### config.mk
export PLATFORM = sky130hd
export DESIGN_NAME = rcr_ram
export DESIGN_NICKNAME = d
export VERILOG_FILES = /design/src/hw/rtl/rectangle_canvas_rasterizer_unit_defines.svh /design/src/hw/rtl/rcr_ram.sv
export SDC_FILE = /design/constraint.sdc
export NUM_CORES = 2
export LEC_CHECK = 0
export CAP_MARGIN = 30
export CORE_MARGIN = 4
export CORE_UTILIZATION = 45
export DETAILED_ROUTE_END_ITERATION = 12
export DONT_BUFFER_PORTS = 1
export SYNTH_ARGS = -nofsm -noshare
export SYNTH_HDL_FRONTEND = slang
export SYNTH_SLANG_ARGS = --single-unit
### constraint.sdc
create_clock -name clk -period 3.12 [get_ports clk]
set_input_delay 0.624 -clock clk [delete_from_list [all_inputs] [get_ports clk]]
set_output_delay 0.624 -clock clk [all_outputs]
set_load 0.005 [all_outputs]
### src/hw/rtl/rectangle_canvas_rasterizer_unit_defines.svh
// ----------------------------------------------------------------------------
// rectangle canvas rasterizer assertion macros
// shared check forms used at the end of the top level
// ----------------------------------------------------------------------------
`ifndef RECTANGLE_CANVAS_RASTERIZER_UNIT_DEFINES_SVH
`define RECTANGLE_CANVAS_RASTERIZER_UNIT_DEFINES_SVH

// same-cycle implication
`define RCR_ASSERT_NOW(label, pre, post) \
  label: assert property (@(posedge clk) disable iff (rst) (pre) |-> (post)) \
    else $error("rcr check failed");

// next-cycle implication
`define RCR_ASSERT_NEXT(label, pre, post) \
  label: assert property (@(posedge clk) disable iff (rst) (pre) |=> (post)) \
    else $error("rcr check failed");

`endif

### src/hw/rtl/rcr_ram.sv
// ----------------------------------------------------------------------------
// rcr_ram
// generic simple dual-port ram, one write port, one registered read port
// ----------------------------------------------------------------------------
module rcr_ram #(
  parameter int WIDTH = 8,
  parameter int DEPTH = 256
) (
  input  logic                     clk,
  input  logic                     we,
  input  logic [$clog2(DEPTH)-1:0] waddr,
  input  logic [WIDTH-1:0]         wdata,
  input  logic                     re,
  input  logic [$clog2(DEPTH)-1:0] raddr,
  output logic [WIDTH-1:0]         rdata
);

  logic [WIDTH-1:0] mem [DEPTH];

  always_ff @(posedge clk) begin
    if (we) begin
      mem[waddr] <= wdata;
    end
    if (re) begin
      rdata <= mem[raddr];
    end
  end

endmodule

Yosys cells after proc, flatten, opt, wreduce, memory -nomap -nowiden
Memories as Yosys holds them, arrays and structs flattened. A register that Yosys moved wholly into a read port is not among the register bits.
Index checks and enable logic that the tools add are counted.
{"block": "word_totals", "mem_count": 1, "regBits": 0, "word_cells": 3, "in_bits": 27, "output_inout_bits": 8, "ramBits": 2048}
{"memory": "mem", "depth": 256, "word_bits": 8, "rd": 1, "rd_clocked_by_memory_dff": 1, "wr": 1, "line": "rcr_ram.sv:18", "text": "logic [WIDTH-1:0] mem [DEPTH];"}
{"block": "op_classes", "n_mux": 2}
{"cell": "$mux W1", "n": 2}

Longest topological paths before layout
{"block": "logic_depth", "depth_word": 2, "depth_mapped": 11, "mapped_depth_nobuf": 6}

Worst setup path after synthesis
No wires, ideal clock.
{"block": "synth_path", "kind": "input to register", "from": "input raddr[0]", "to": "register rdata[2], read port of mem (data pin)", "required_time_ns": 2.851, "setup_ns": 0.269, "arrival_ns": 2.431, "path_slack_ns": 0.420, "n_path_buf": 4, "path_stages": 9, "cell_sequence": "buf_6 buf_12 buf_8 buf_2 mux4_2 a22oi_1 a21oi_1 nor4_1 nor4_2"}
{"item": "start: declaration", "line": "rcr_ram.sv:14", "text": "input logic [$clog2(DEPTH)-1:0] raddr,"}
{"item": "end: declaration", "line": "rcr_ram.sv:15", "text": "output logic [WIDTH-1:0] rdata"}

==> results.sh <==
export IMPL_status="finished, violations left"
export IMPL_violations="max-slew violations"
export IMPL_h_tree_depth=4
export IMPL_grt_pass1_vias=39390
export IMPL_synth_fp_nets=3760
export IMPL_drt_wirelength_per_cell_um=31.00
export IMPL_grt_util_all_layers_pct=21.92
export IMPL_rsz0062_at_grt="no"
export IMPL_multi_input_comb_area_sq_mm=0.01652
export IMPL_required_ns=3.68
export IMPL_end_kind="register"
export IMPL_crit_fanout=446
export IMPL_cp_num_cells=7
export IMPL_ys_ff_latch=2056
export IMPL_ys_warn_count=0
export IMPL_antenna_found_initial=15
export IMPL_crit_path_frequent_cell="nand3_1"
export IMPL_p_per_area_mw_per_mm2=607.6
export IMPL_setup_slack_ns=0.1349
export IMPL_synthTopCellsByArea="edfxtp_1, mux4_2, mux2i_1"
export IMPL_hpwl_um=110100
export IMPL_finish_utilization_pct=51.78
export IMPL_crit_path_max_incr_delay_ns=0.81
export IMPL_fin_crit_sh_pct=95.68
export IMPL_relSlewSlack_pct=-2.611
export IMPL_cts_tree="built"
export IMPL_worst_pin_slew_ns=1.539
export IMPL_crit_buf_inv=1
export IMPL_finalHoldViolCount=0
export IMPL_setup_viol=0
export IMPL_via_count=39900
export IMPL_cts_sinks=2056
export IMPL_regArea_sq_mm=0.06174
export IMPL_synth_top_cell_by_area="edfxtp_1"
export IMPL_critPathSlowestCell="nand3_1"
export IMPL_ant_nets=0
export IMPL_crit_chain="nand3_1 -> o22ai_1 -> o21ai_0 -> nand3_1 -> nor4_1 -> buf_4 -> nor4_2"
export IMPL_area_growth_syn_to_layout_pct=14.50
export IMPL_synth_cell_types=54
export IMPL_syn_area_per_cell_sq_um=21.33
export IMPL_cts_root_buf="clkbuf_16"
export IMPL_grt_pass1_wl_um=290600
export IMPL_startpoint="raddr[1]"
export IMPL_peakVddDrop_mv=0.5749
export IMPL_clock_skew_ns=0.04579
export IMPL_pre_cts_ws_ns=-0.9849
export IMPL_core_sq_mm=0.1761
export IMPL_netlist_area_sq_mm=0.07964
export IMPL_whs_path_depth=0
export IMPL_clk_latency_ns=0.83
export IMPL_ys_async_sr_fraction_pct=0
export IMPL_reg2reg_slack_ns=0.46
export IMPL_clockBufferDepth=3
export IMPL_fin_total_pwr_mw=55.41
export IMPL_ys_top_cells_by_count="edfxtp_1, mux4_2, nor2_1"
export IMPL_r2r_start="mem[83][5]"
export IMPL_ys_flop_type="edfxtp_1"
export IMPL_clk_pin_slew_ns=0.06
export IMPL_rr_worst_depth=6
export IMPL_drive_above_1_share_pct=27.47
export IMPL_postSynthCellCount=3733
export IMPL_die_height_um=428.7
export IMPL_vias_per_cell=5.985
export IMPL_cts_setup_buffers=0
export IMPL_leakage_nw=28.76
export IMPL_wl_um=206700
export IMPL_die_w_um=428.7
export IMPL_whs_endpoint="mem[247][2]"
export IMPL_start_util_pct=45.22
export IMPL_route_detailed_drc=0
export IMPL_fillers=13920
export IMPL_critPathTopFamily="simple AND/OR/NAND/NOR gates"
export IMPL_port_buffers=0
export IMPL_yosysSeqAreaShare_pct=77.53
export IMPL_die_area_sq_mm=0.1838
export IMPL_whs_ns=0.1061
export IMPL_io_pins=35
export IMPL_gp_congestion=0.7926
export IMPL_place_area_sq_mm=0.08450
export IMPL_grt_max_degree=579
export IMPL_drtIter0Drc=4910
export IMPL_arrival_ns=3.54
export IMPL_synth_top_cell_area_share_pct=77.53
export IMPL_cts_buffers=201
export IMPL_dr_pass1_iters=6
export IMPL_min_from="wdata[2]"
export IMPL_cap_violations=0
export IMPL_rows=154
export IMPL_fin_crit_ns=2.985
export IMPL_r2r_end="rdata[5]"
export IMPL_min_path_type="primary input to register"
export IMPL_crit_type="primary input to register"
export IMPL_yosysMostFrequentCell="edfxtp_1"
export IMPL_num_nets_final=4188
export IMPL_slew_viol_final=30
export IMPL_synth_edff_count=2056
export IMPL_critPathLaunchType="primary input"
export IMPL_grt_overflow_total=0
export IMPL_final_cell_area_sq_mm=0.09119
export IMPL_fmax_ghz=0.3350
[worst max-delay path by stage]
stage,endpoint,slack (ns)
after floorplan,rdata[2],0.42
after global placement,rdata[7],-1.09
after detailed placement,rdata[5],-0.98
after CTS,rdata[5],0.04
after global routing,rdata[2],0.08
final,rdata[0],0.13
[registers in the layout (all words and copies together) (netlist names)]
name	cells
mem	2048
rdata	8
[power by group]
group	internal, mW	switching [mW]
clock network	12.2	10.3
logic	1.02	1.31
registers	30.5	0.0531
[worst register-to-register path: stages (launching register included)]
cell	delay (ns)
edfxtp_1	0.35
mux4_2	0.49
a22o_1	0.29
a221oi_2	0.43
o32ai_1	0.27
nor3_2	0.42
nor4_1	0.14
[routing by layer]
metal | global-route usage, % | vias up | wire [um]
li1 | - | 16560 | -
met2 | 33.46 | 1776 | 96890
met3 | 5.834 | 304 | 19530
met5 | 0 | - | 0
met1 | 31.50 | 21260 | 84680
met4 | 5.979 | 0 | 5585
[what timing repair did]
item,4_1_cts,5_1_grt
setup endpoints to repair,0,8
hold buffers,19,1
resized for setup,0,3
hold endpoints to repair,694,3
[area by class of cell]
class,count,share of cell area [%]
diodes,3,0.008233
clock buffers,256,5.742
well taps,2340,3.211
repair buffers,458,4.302
clock inverters,110,0.9015
inverters,2,0.008233
multi-input cells,1442,18.12
flip-flops and latches,2056,67.71
[per-stage QoR]
step                cells  setup TNS [ns]
floorplan            3733               0
global placement     6263          -6.252
detailed placement   6267          -3.562
CTS                  6652               0
global route         6664               0
finish               6667               0
[cell usage in the layout, fill, tap and decap left out, types with 8 or more instances in the layout]
master / instances
a21oi_1: 96
nand2_1: 33
nand2b_1: 8
a22o_1: 8
nor2_1: 279
nor3_1: 21
a221oi_1: 11
nor2b_1: 28
o211ai_1: 10
o22ai_1: 28
dlygate4sd3_1: 12
clkbuf_1: 55
o221ai_1: 46
mux2i_1: 134
nand4_1: 10
clkbuf_16: 207
nor4_1: 22
buf_12: 12
buf_4: 415
buf_16: 10
a22oi_1: 133
clkinv_2: 35
edfxtp_1: 2056
mux4_2: 454
clkinv_1: 52
a211oi_1: 16
nand3_1: 31
o21ai_0: 10
[kinds of logic (layout without fill, tap and decap cells)]
family	Yosys count	in the layout	synth area share, %
flops	2056	2056	77.53
mux	591	591	14.60
simple gates	466	466	2.625
compound gates	385	385	3.416
buf+inv	235	826	1.829
other cells	0	3	0
Power figures use the tool's default switching activity.
