File: src/hw/rtl/rectangle_canvas_rasterizer_unit_defines.svh
// ----------------------------------------------------------------------------
// rectangle canvas rasterizer assertion macros
// shared check forms used at the end of the top level
// ----------------------------------------------------------------------------
`ifndef RECTANGLE_CANVAS_RASTERIZER_UNIT_DEFINES_SVH
`define RECTANGLE_CANVAS_RASTERIZER_UNIT_DEFINES_SVH

// same-cycle implication
`define RCR_ASSERT_NOW(label, pre, post) \
  label: assert property (@(posedge clk) disable iff (rst) (pre) |-> (post)) \
    else $error("rcr check failed");

// next-cycle implication
`define RCR_ASSERT_NEXT(label, pre, post) \
  label: assert property (@(posedge clk) disable iff (rst) (pre) |=> (post)) \
    else $error("rcr check failed");

`endif

File: src/hw/rtl/rcr_pkg.sv
// ----------------------------------------------------------------------------
// rcr_pkg
// widths, codes and helpers shared by the canvas rasterizer modules
// ----------------------------------------------------------------------------
package rcr_pkg;

  localparam int MAX_DIM   = 256;
  localparam int FRAC_BITS = 8;

  localparam int POS_W   = 24;
  localparam int SIZE_W  = 23;
  localparam int CFG_W   = 9;
  localparam int BYTE_W  = 8;
  localparam int IDX_W   = (MAX_DIM > 1) ? $clog2(MAX_DIM) : 1;
  localparam int DIM_W   = $clog2(MAX_DIM + 1);
  localparam int ADDR_W  = (MAX_DIM > 1) ? $clog2(MAX_DIM * MAX_DIM) : 1;
  localparam int DEPTH   = MAX_DIM * MAX_DIM;
  localparam int COORD_W = (POS_W + 2 > IDX_W + FRAC_BITS + 2) ?
                           (POS_W + 2) : (IDX_W + FRAC_BITS + 2);

  typedef logic signed [COORD_W-1:0] coord_t;
  typedef logic [DIM_W-1:0]          dim_t;

  localparam coord_t ONE = coord_t'(1 << FRAC_BITS);

  typedef struct packed {
    logic in_span;
    logic edge_hit;
  } span_t;

  localparam logic [1:0] FUNC_CLEAR = 2'd0;
  localparam logic [1:0] FUNC_DRAW  = 2'd1;
  localparam logic [1:0] FUNC_READ  = 2'd2;

  localparam logic [1:0] STS_OK    = 2'd0;
  localparam logic [1:0] STS_ERR   = 2'd1;
  localparam logic [1:0] STS_RANGE = 2'd2;

  localparam logic [1:0] CFG_WIDTH  = 2'd0;
  localparam logic [1:0] CFG_HEIGHT = 2'd1;
  localparam logic [1:0] CFG_BG     = 2'd2;

  localparam logic [CFG_W-1:0]  DIM_RESET = CFG_W'(256);
  localparam logic [BYTE_W-1:0] BG_RESET  = BYTE_W'(32);

  function automatic dim_t eff_dim(input logic [CFG_W-1:0] v);
    dim_t d;
    if (v == '0) begin
      d = dim_t'(1);
    end else if (32'(v) > MAX_DIM) begin
      d = dim_t'(MAX_DIM);
    end else begin
      d = dim_t'(v);
    end
    return d;
  endfunction

endpackage

File: src/hw/rtl/rcr_span_unit.sv
// ----------------------------------------------------------------------------
// rcr_span_unit
// shared span test: is a coordinate within [lo, hi] and within one unit
// of either end
// ----------------------------------------------------------------------------
module rcr_span_unit (
  input  rcr_pkg::coord_t coord,
  input  rcr_pkg::coord_t lo,
  input  rcr_pkg::coord_t hi,
  output rcr_pkg::span_t  result
);

  rcr_pkg::coord_t d_lo;
  rcr_pkg::coord_t d_hi;

  assign d_lo = coord - lo;
  assign d_hi = hi - coord;

  assign result.in_span  = !d_lo[rcr_pkg::COORD_W-1] && !d_hi[rcr_pkg::COORD_W-1];
  assign result.edge_hit = (d_lo < rcr_pkg::ONE) || (d_hi < rcr_pkg::ONE);

endmodule

File: config.mk
export PLATFORM = sky130hd
export DESIGN_NAME = rcr_span_unit
export DESIGN_NICKNAME = d
export VERILOG_FILES = /design/src/hw/rtl/rectangle_canvas_rasterizer_unit_defines.svh /design/src/hw/rtl/rcr_pkg.sv /design/src/hw/rtl/rcr_span_unit.sv
export SDC_FILE = /design/constraint.sdc
export NUM_CORES = 1
export LEC_CHECK = 0
export BUFFER_PORTS_ARGS = -buffer_cell sky130_fd_sc_hd__buf_4
export CAP_MARGIN = 20
export CELL_PAD_IN_SITES_DETAIL_PLACEMENT = 1
export CELL_PAD_IN_SITES_GLOBAL_PLACEMENT = 1
export CORE_ASPECT_RATIO = 1.1
export CORE_MARGIN = 5
export CORE_UTILIZATION = 41
export DETAILED_ROUTE_END_ITERATION = 6
export PLACE_DENSITY = 0.95
export SLEW_MARGIN = 25
export SYNTH_ARGS = -nofsm -noshare
export SYNTH_HDL_FRONTEND = slang
export SYNTH_SLANG_ARGS = --single-unit
File: constraint.sdc
create_clock -name vclk -period 6.7
set_clock_uncertainty 0.15 [all_clocks]
set_input_delay 0.67 -clock vclk [all_inputs]
set_output_delay 0.67 -clock vclk [all_outputs]
set_load 0.01 [all_outputs]
* Word-level counts from Yosys, hierarchy flattened
Cells that the tools add are included. Widths: inputs -> output; s select.
Storage, ports and cells: bits in registers 0, input port bits 78, output and inout bits 2, word-level logic and storage cells 8
Cells by class: add/sub/neg operators 2, magnitude comparators 2, reduce and logical (&&, ||, !) cells 4
Operator list (count):
- $lt 26x10->1 const B | 2
- $sub 26x26->26 | 2
- $logic_not 1->1 | 2
- $logic_and 1x1->1 | 1
- $logic_or 1x1->1 | 1

* Logic depth before layout (Yosys ltp)
Gate-level depths: netlist (run 1).
word-level depth 3, mapped depth 12, mapped depth without buffers 11

* Least setup slack after synthesis (run 1)
No wires, ideal clock.
path kind input to output, start point input coord[7], end point output result[0] in the netlist's numbering, data arrival time 3.090 ns, data required time 5.880 ns, slack 2.790 ns, stages on the path 11, buffers on the path 0, path through inv_1 > ha_1 > and4_1 > and3_1 > a211oi_1 > a21oi_2 > a2111oi_4 > o311ai_0 > o311ai_2 > mux2i_4 > o221ai_2
RTL lines:
- from (decl) | RTL line rcr_span_unit.sv:7 | input rcr_pkg::coord_t coord,
- to (decl) | RTL line rcr_span_unit.sv:10 | output rcr_pkg::span_t result

==> results of run 1 <==
routing by layer:
metal  vias up  wire length [um]
met5         -                 0
met1      1555              4030
met2        91              4820
met4         0               199
met3        18               427
li1       1602                 -
report_power, final:
| part | total (uW) | switching, uW | internal [uW] | leakage, uW |
|---|---|---|---|---|
| Combinational | 300 | 165 | 135 | 0.00177 |
| Sequential | 0 | 0 | 0 | 0 |
| Clock | 0 | 0 | 0 | 0 |
final timing paths:
check                 startpoint   endpoint  slack, ns  cells after the start
worst max-delay path    coord[7]  result[0]       2.22                     13
worst min-delay path   coord[25]  result[1]       1.60                      4
metrics by stage:
step	util	power [uW]	setup WS, ns	instance area (um2)
after CTS	0.535	298	2.25	3330
after detailed placement	0.535	296	2.26	3330
after global placement	0.535	282	2.45	3330
after global routing	0.535	331	2.02	3330
final	0.535	300	2.22	3330
after floorplan	-	199	2.79	2650
cells in the mapped netlist (8+ instances only):
library cell / instances
inv_1: 63
ha_1: 48
nand2_1: 35
a21oi_1: 33
nor2_1: 26
o21ai_0: 17
a21o_1: 15
a31oi_1: 13
nand3_1: 13
a211oi_1: 8
mux2i_1: 8
nand4_1: 8
cell families after synthesis:
family,count (synthesis)
simple gates,125
buf+inv,68
xor+xnor,11
mux,11
fa+ha+maj,48
compound gates,132
worst max-delay path, stage by stage:
cell,delay (ns)
buf_4,0.09
inv_1,0.05
ha_1,0.34
a21oi_1,0.28
o22ai_1,0.11
a311oi_1,0.37
a21oi_2,0.18
a2111oi_4,0.52
mux2i_1,0.16
nor4_1,0.28
nand4_1,0.22
o221ai_2,0.24
buf_4,0.15
cell type report:
cell class                      count  area share
Multi-Input combinational cell    327       0.719
Timing Repair Buffer               80       0.180
Inverter                           63      0.0710
Tap cell                           80      0.0301
==> results_dict.tcl, run 1 <==
set metrics [dict create \
    register_area_um2 0 \
    routed_wl_mm 9.48 \
    grtUsageTotal 0.225 \
    use_met2 0.432 \
    syn_nets 521 \
    drtIter0Drc 105 \
    synth_top_family_by_area "compound AO/OA/AOI/OAI gates" \
    clock.fmax_mhz 223 \
    boundaryPins 80 \
    finish.net_count 598 \
    final_cell_mix "buf_4, inv_1, ha_1" \
    port-buffer-count 80 \
    final_common_cell "buf_4" \
    worst-slew-pin-transition_ns 0.603 \
    dr_total_vias 3266 \
    dp.cells 550 \
    holdWs_ns 1.60 \
    synth_fa_ha_area_frac 0.227 \
    cts_hold_buf 0 \
    yosys.area.top_type "ha_1" \
    outcome "completed" \
    worstSetupPathType "in2out" \
    dp.final_hpwl_mm 8.41 \
    grt_pass1_wl_mm 15.5 \
    synthMuxAreaShare 0.0472 \
    peakVddDrop_uv 45.2 \
    layout_min_cycle_time_ns 4.48 \
    ctsResizeCount 0 \
    drc 0 \
    grt-busiest-layer "met2" \
    slew_headroom 0.596 \
    required_ns 5.88 \
    synth_compound_area_frac 0.353 \
    place.gp.congestion 0.868 \
    via_per_inst 5.94 \
    grt_antenna_before_repair 0 \
    crit_arrival_ns 3.66 \
    power_density_nw_per_um2 90.1 \
    synth_xor_xnor_area_share 0.0364 \
    ant_nets 0 \
    crit_fanout 4 \
    grt_pass1_vias 3488 \
    use_met3 0.0158 \
    grt_max_degree 11 \
    die_w_um 86.6 \
    grtUsageMet1 0.270 \
    start_util 0.425 \
    leakage_uw 0.00177 \
    setup_tns_ns 0 \
    drv_slew 0 \
    critPathCaptureType "output port" \
    routedWlPerCell_um 17.2 \
    yosys_warnings 0 \
    maxCapViolations 0 \
    overflow 0 \
    netlist.area_leader.share 0.227 \
    finalHoldViolCount 0 \
    setup_viol 0 \
    drive_above_1_share 0.209 \
    syn2layout_area_growth_pct 25.7 \
    synthesis.area_um2 2650 \
    clkbuf_count 0 \
    seq_cells 0 \
    worstHoldPathType "in2out" \
    synth_simple_gate_area_frac 0.240 \
    dieArea_um2 8170 \
    drt_first_pass_iters 4 \
    finalNonFillerCells 550 \
    period_share 0.668 \
    ys_seq_area_frac 0 \
    die_h_um 94.3 \
    post-cts-setup-buffers 0 \
    multi_input_area_um2 2390 \
    ys_top_cells_by_area "ha_1, inv_1, a21oi_1" \
    num_rows 30 \
    synth.avg_cell_area_um2 6.71 \
    nFillCells 881 \
    setup.worst_path.start_class "input pin" \
    synthCells 395 \
    diodes 0 \
    rsz0062_at_grt "no" \
    synth_cell_type_count 62 \
    fp.coreArea_um2 6230 \
]
Power figures use the tool's default switching activity.
==> inputs of run 2 (changes only) <==
--- a/config.mk
+++ b/config.mk
@@ -5,15 +5,16 @@
 export SDC_FILE = /design/constraint.sdc
 export NUM_CORES = 1
 export LEC_CHECK = 0
+export ABC_AREA = 1
 export BUFFER_PORTS_ARGS = -buffer_cell sky130_fd_sc_hd__buf_4
 export CAP_MARGIN = 20
 export CELL_PAD_IN_SITES_DETAIL_PLACEMENT = 1
 export CELL_PAD_IN_SITES_GLOBAL_PLACEMENT = 1
 export CORE_ASPECT_RATIO = 1.1
 export CORE_MARGIN = 5
-export CORE_UTILIZATION = 41
+export CORE_UTILIZATION = 37
 export DETAILED_ROUTE_END_ITERATION = 6
-export PLACE_DENSITY = 0.95
+export PLACE_DENSITY = 0.91
 export SLEW_MARGIN = 25
 export SYNTH_ARGS = -nofsm -noshare
 export SYNTH_HDL_FRONTEND = slang
==> constraint.sdc (replaced) <==
create_clock -name vclk -period 4.2
set_clock_uncertainty 0.15 [all_clocks]
set_input_delay 0.42 -clock vclk [all_inputs]
set_output_delay 0.42 -clock vclk [all_outputs]
set_load 0.01 [all_outputs]
==> run 2 against run 1 <==
Against the previous run:
- critical path depth is 2 higher
- combinational power is 100% higher
- cell count is 84% higher
- design area is 38% higher
- global-route usage hardly changed
- clock-buffer cell count stayed put
- core utilization is 8.7 points lower
- via count is 52% higher
- flip-flop and latch count stayed put
- sequential share of layout area stayed put
- synthesized area is 45% higher
- critical path type unchanged
- largest power group unchanged
==> results_dict.tcl, run 2 <==
set metrics [dict create \
    outcome "completed" \
    yosysMostFrequentCell "nand2_1" \
    drive_above_1_share 0.132 \
    fp.coreArea_um2 10200 \
    period_share 0.714 \
    synth_cell_type_count 25 \
    dp.final_hpwl_mm 13.0 \
    grt_pass1_wl_mm 23.2 \
    clock.fmax_mhz 333 \
    setup_viol 0 \
    worst-slew-pin-transition_ns 0.324 \
    port-buffer-count 80 \
    maxCapViolations 0 \
    dieArea_um2 12500 \
    drv_slew 0 \
    synthTopCellsByCount "nand2_1, inv_1, nor2_1, ha_1, nand3_1" \
    netlist.area_leader.share 0.326 \
    seq_cells 0 \
    finish.net_count 1019 \
    num_rows 39 \
    ant_nets 0 \
    grt_pass1_vias 5239 \
    grt_antenna_before_repair 0 \
    post-cts-setup-buffers 0 \
    finalHoldViolCount 0 \
    setup_tns_ns 0 \
    crit_arrival_ns 2.43 \
    crit_fanout 5 \
    dr_total_vias 4960 \
    drtIter0Drc 130 \
    dpl-instance-area_um2 4580 \
    cts_hold_buf 0 \
    place_ws_ns 1.25 \
    die_h_um 117 \
    start_util 0.374 \
    drt_first_pass_iters 4 \
    final_common_cell "nand2_1" \
    via_per_inst 4.89 \
    syn_nets 937 \
    worstSetupPathType "in2out" \
    drc 0 \
    rsz0062_at_grt "no" \
    register_area_um2 0 \
    yosys_warnings 0 \
    fin_area_um2 4580 \
    leakage_uw 0.00306 \
    layout_min_cycle_time_ns 3.00 \
    final_cell_mix "nand2_1, inv_1, buf_4" \
    ctsResizeCount 0 \
    dp.cells 1014 \
    finalNonFillerCells 1014 \
    slew_headroom 0.782 \
    grtUsageTotal 0.225 \
    required_ns 3.63 \
    overflow 0 \
    synth.avg_cell_area_um2 4.72 \
    power_density_nw_per_um2 132 \
    p_total_uw 605 \
    ys_seq_area_frac 0 \
    setup.worst_path.start_class "input pin" \
    routedWlPerCell_um 13.8 \
    routed_wl_mm 14.0 \
    critPathCaptureType "output port" \
    ys_top_cells_by_area "nand2_1, inv_1, ha_1" \
    grt_max_degree 7 \
    peakVddDrop_uv 33.1 \
    clkbuf_count 0 \
    worstHoldPathType "in2out" \
    boundaryPins 80 \
    synthCells 811 \
    die_w_um 107 \
    syn2layout_area_growth_pct 19.7 \
    place.gp.congestion 0.876 \
    yosys.area.top_type "nand2_1" \
    synthesis.area_um2 3830 \
    setup_ws_ns 1.20 \
    diodes 0 \
]
[run 2: path summary, 6_finish.rpt]
path / startpoint / to / slack, ns / cells after the start
worst min-delay path: hi[25] / result[1] / 1.25 / 6
worst max-delay path: coord[15] / result[0] / 1.20 / 15
[run 2: layer usage]
metal / routed length (um) / GRT usage
met2: 7570 / 0.463
met5: 0 / 0
met1: 5890 / 0.254
met3: 153 / 0.00719
met4: 384 / 0.0537
[run 2: final cells by class]
type	count	area, um2
fill	1623	5660
inverter	212	796
multi-input combinational	599	3030
tap	123	154
timing repair buffer	80	601
[run 2: power by group]
part,switching [uW],total [uW],internal (uW),leakage [uW]
clock,0,0,0,0
sequential,0,0,0,0
combinational,378,605,227,0.00306
total,378,605,227,0.00306
[run 2: through the flow]
stage,utilization,hold slack (ns)
after floorplan,-,0.943
after global placement,0.447,1.21
after detailed placement,0.447,1.25
after CTS,0.447,1.25
after global routing,0.447,1.30
final,0.447,1.25
[run 2: cell families after synthesis]
logic type	count (synthesis)	synth area share
compound gates	53	0.0748
simple gates	494	0.551
buf+inv	212	0.208
fa+ha+maj	48	0.157
xor+xnor	4	0.00915
[run 2: critical path: stages]
cell and delay [ns]:
buf_4 0.12, ha_1 0.40, nand2_1 0.14, inv_1 0.08
nand2_1 0.10, nor3_1 0.26, nand3_1 0.21, nand3_1 0.13
nand2_1 0.05, nand2_1 0.05, nand3_1 0.06, nor2_1 0.13
nand2_1 0.08, nand3_2 0.07, buf_4 0.12
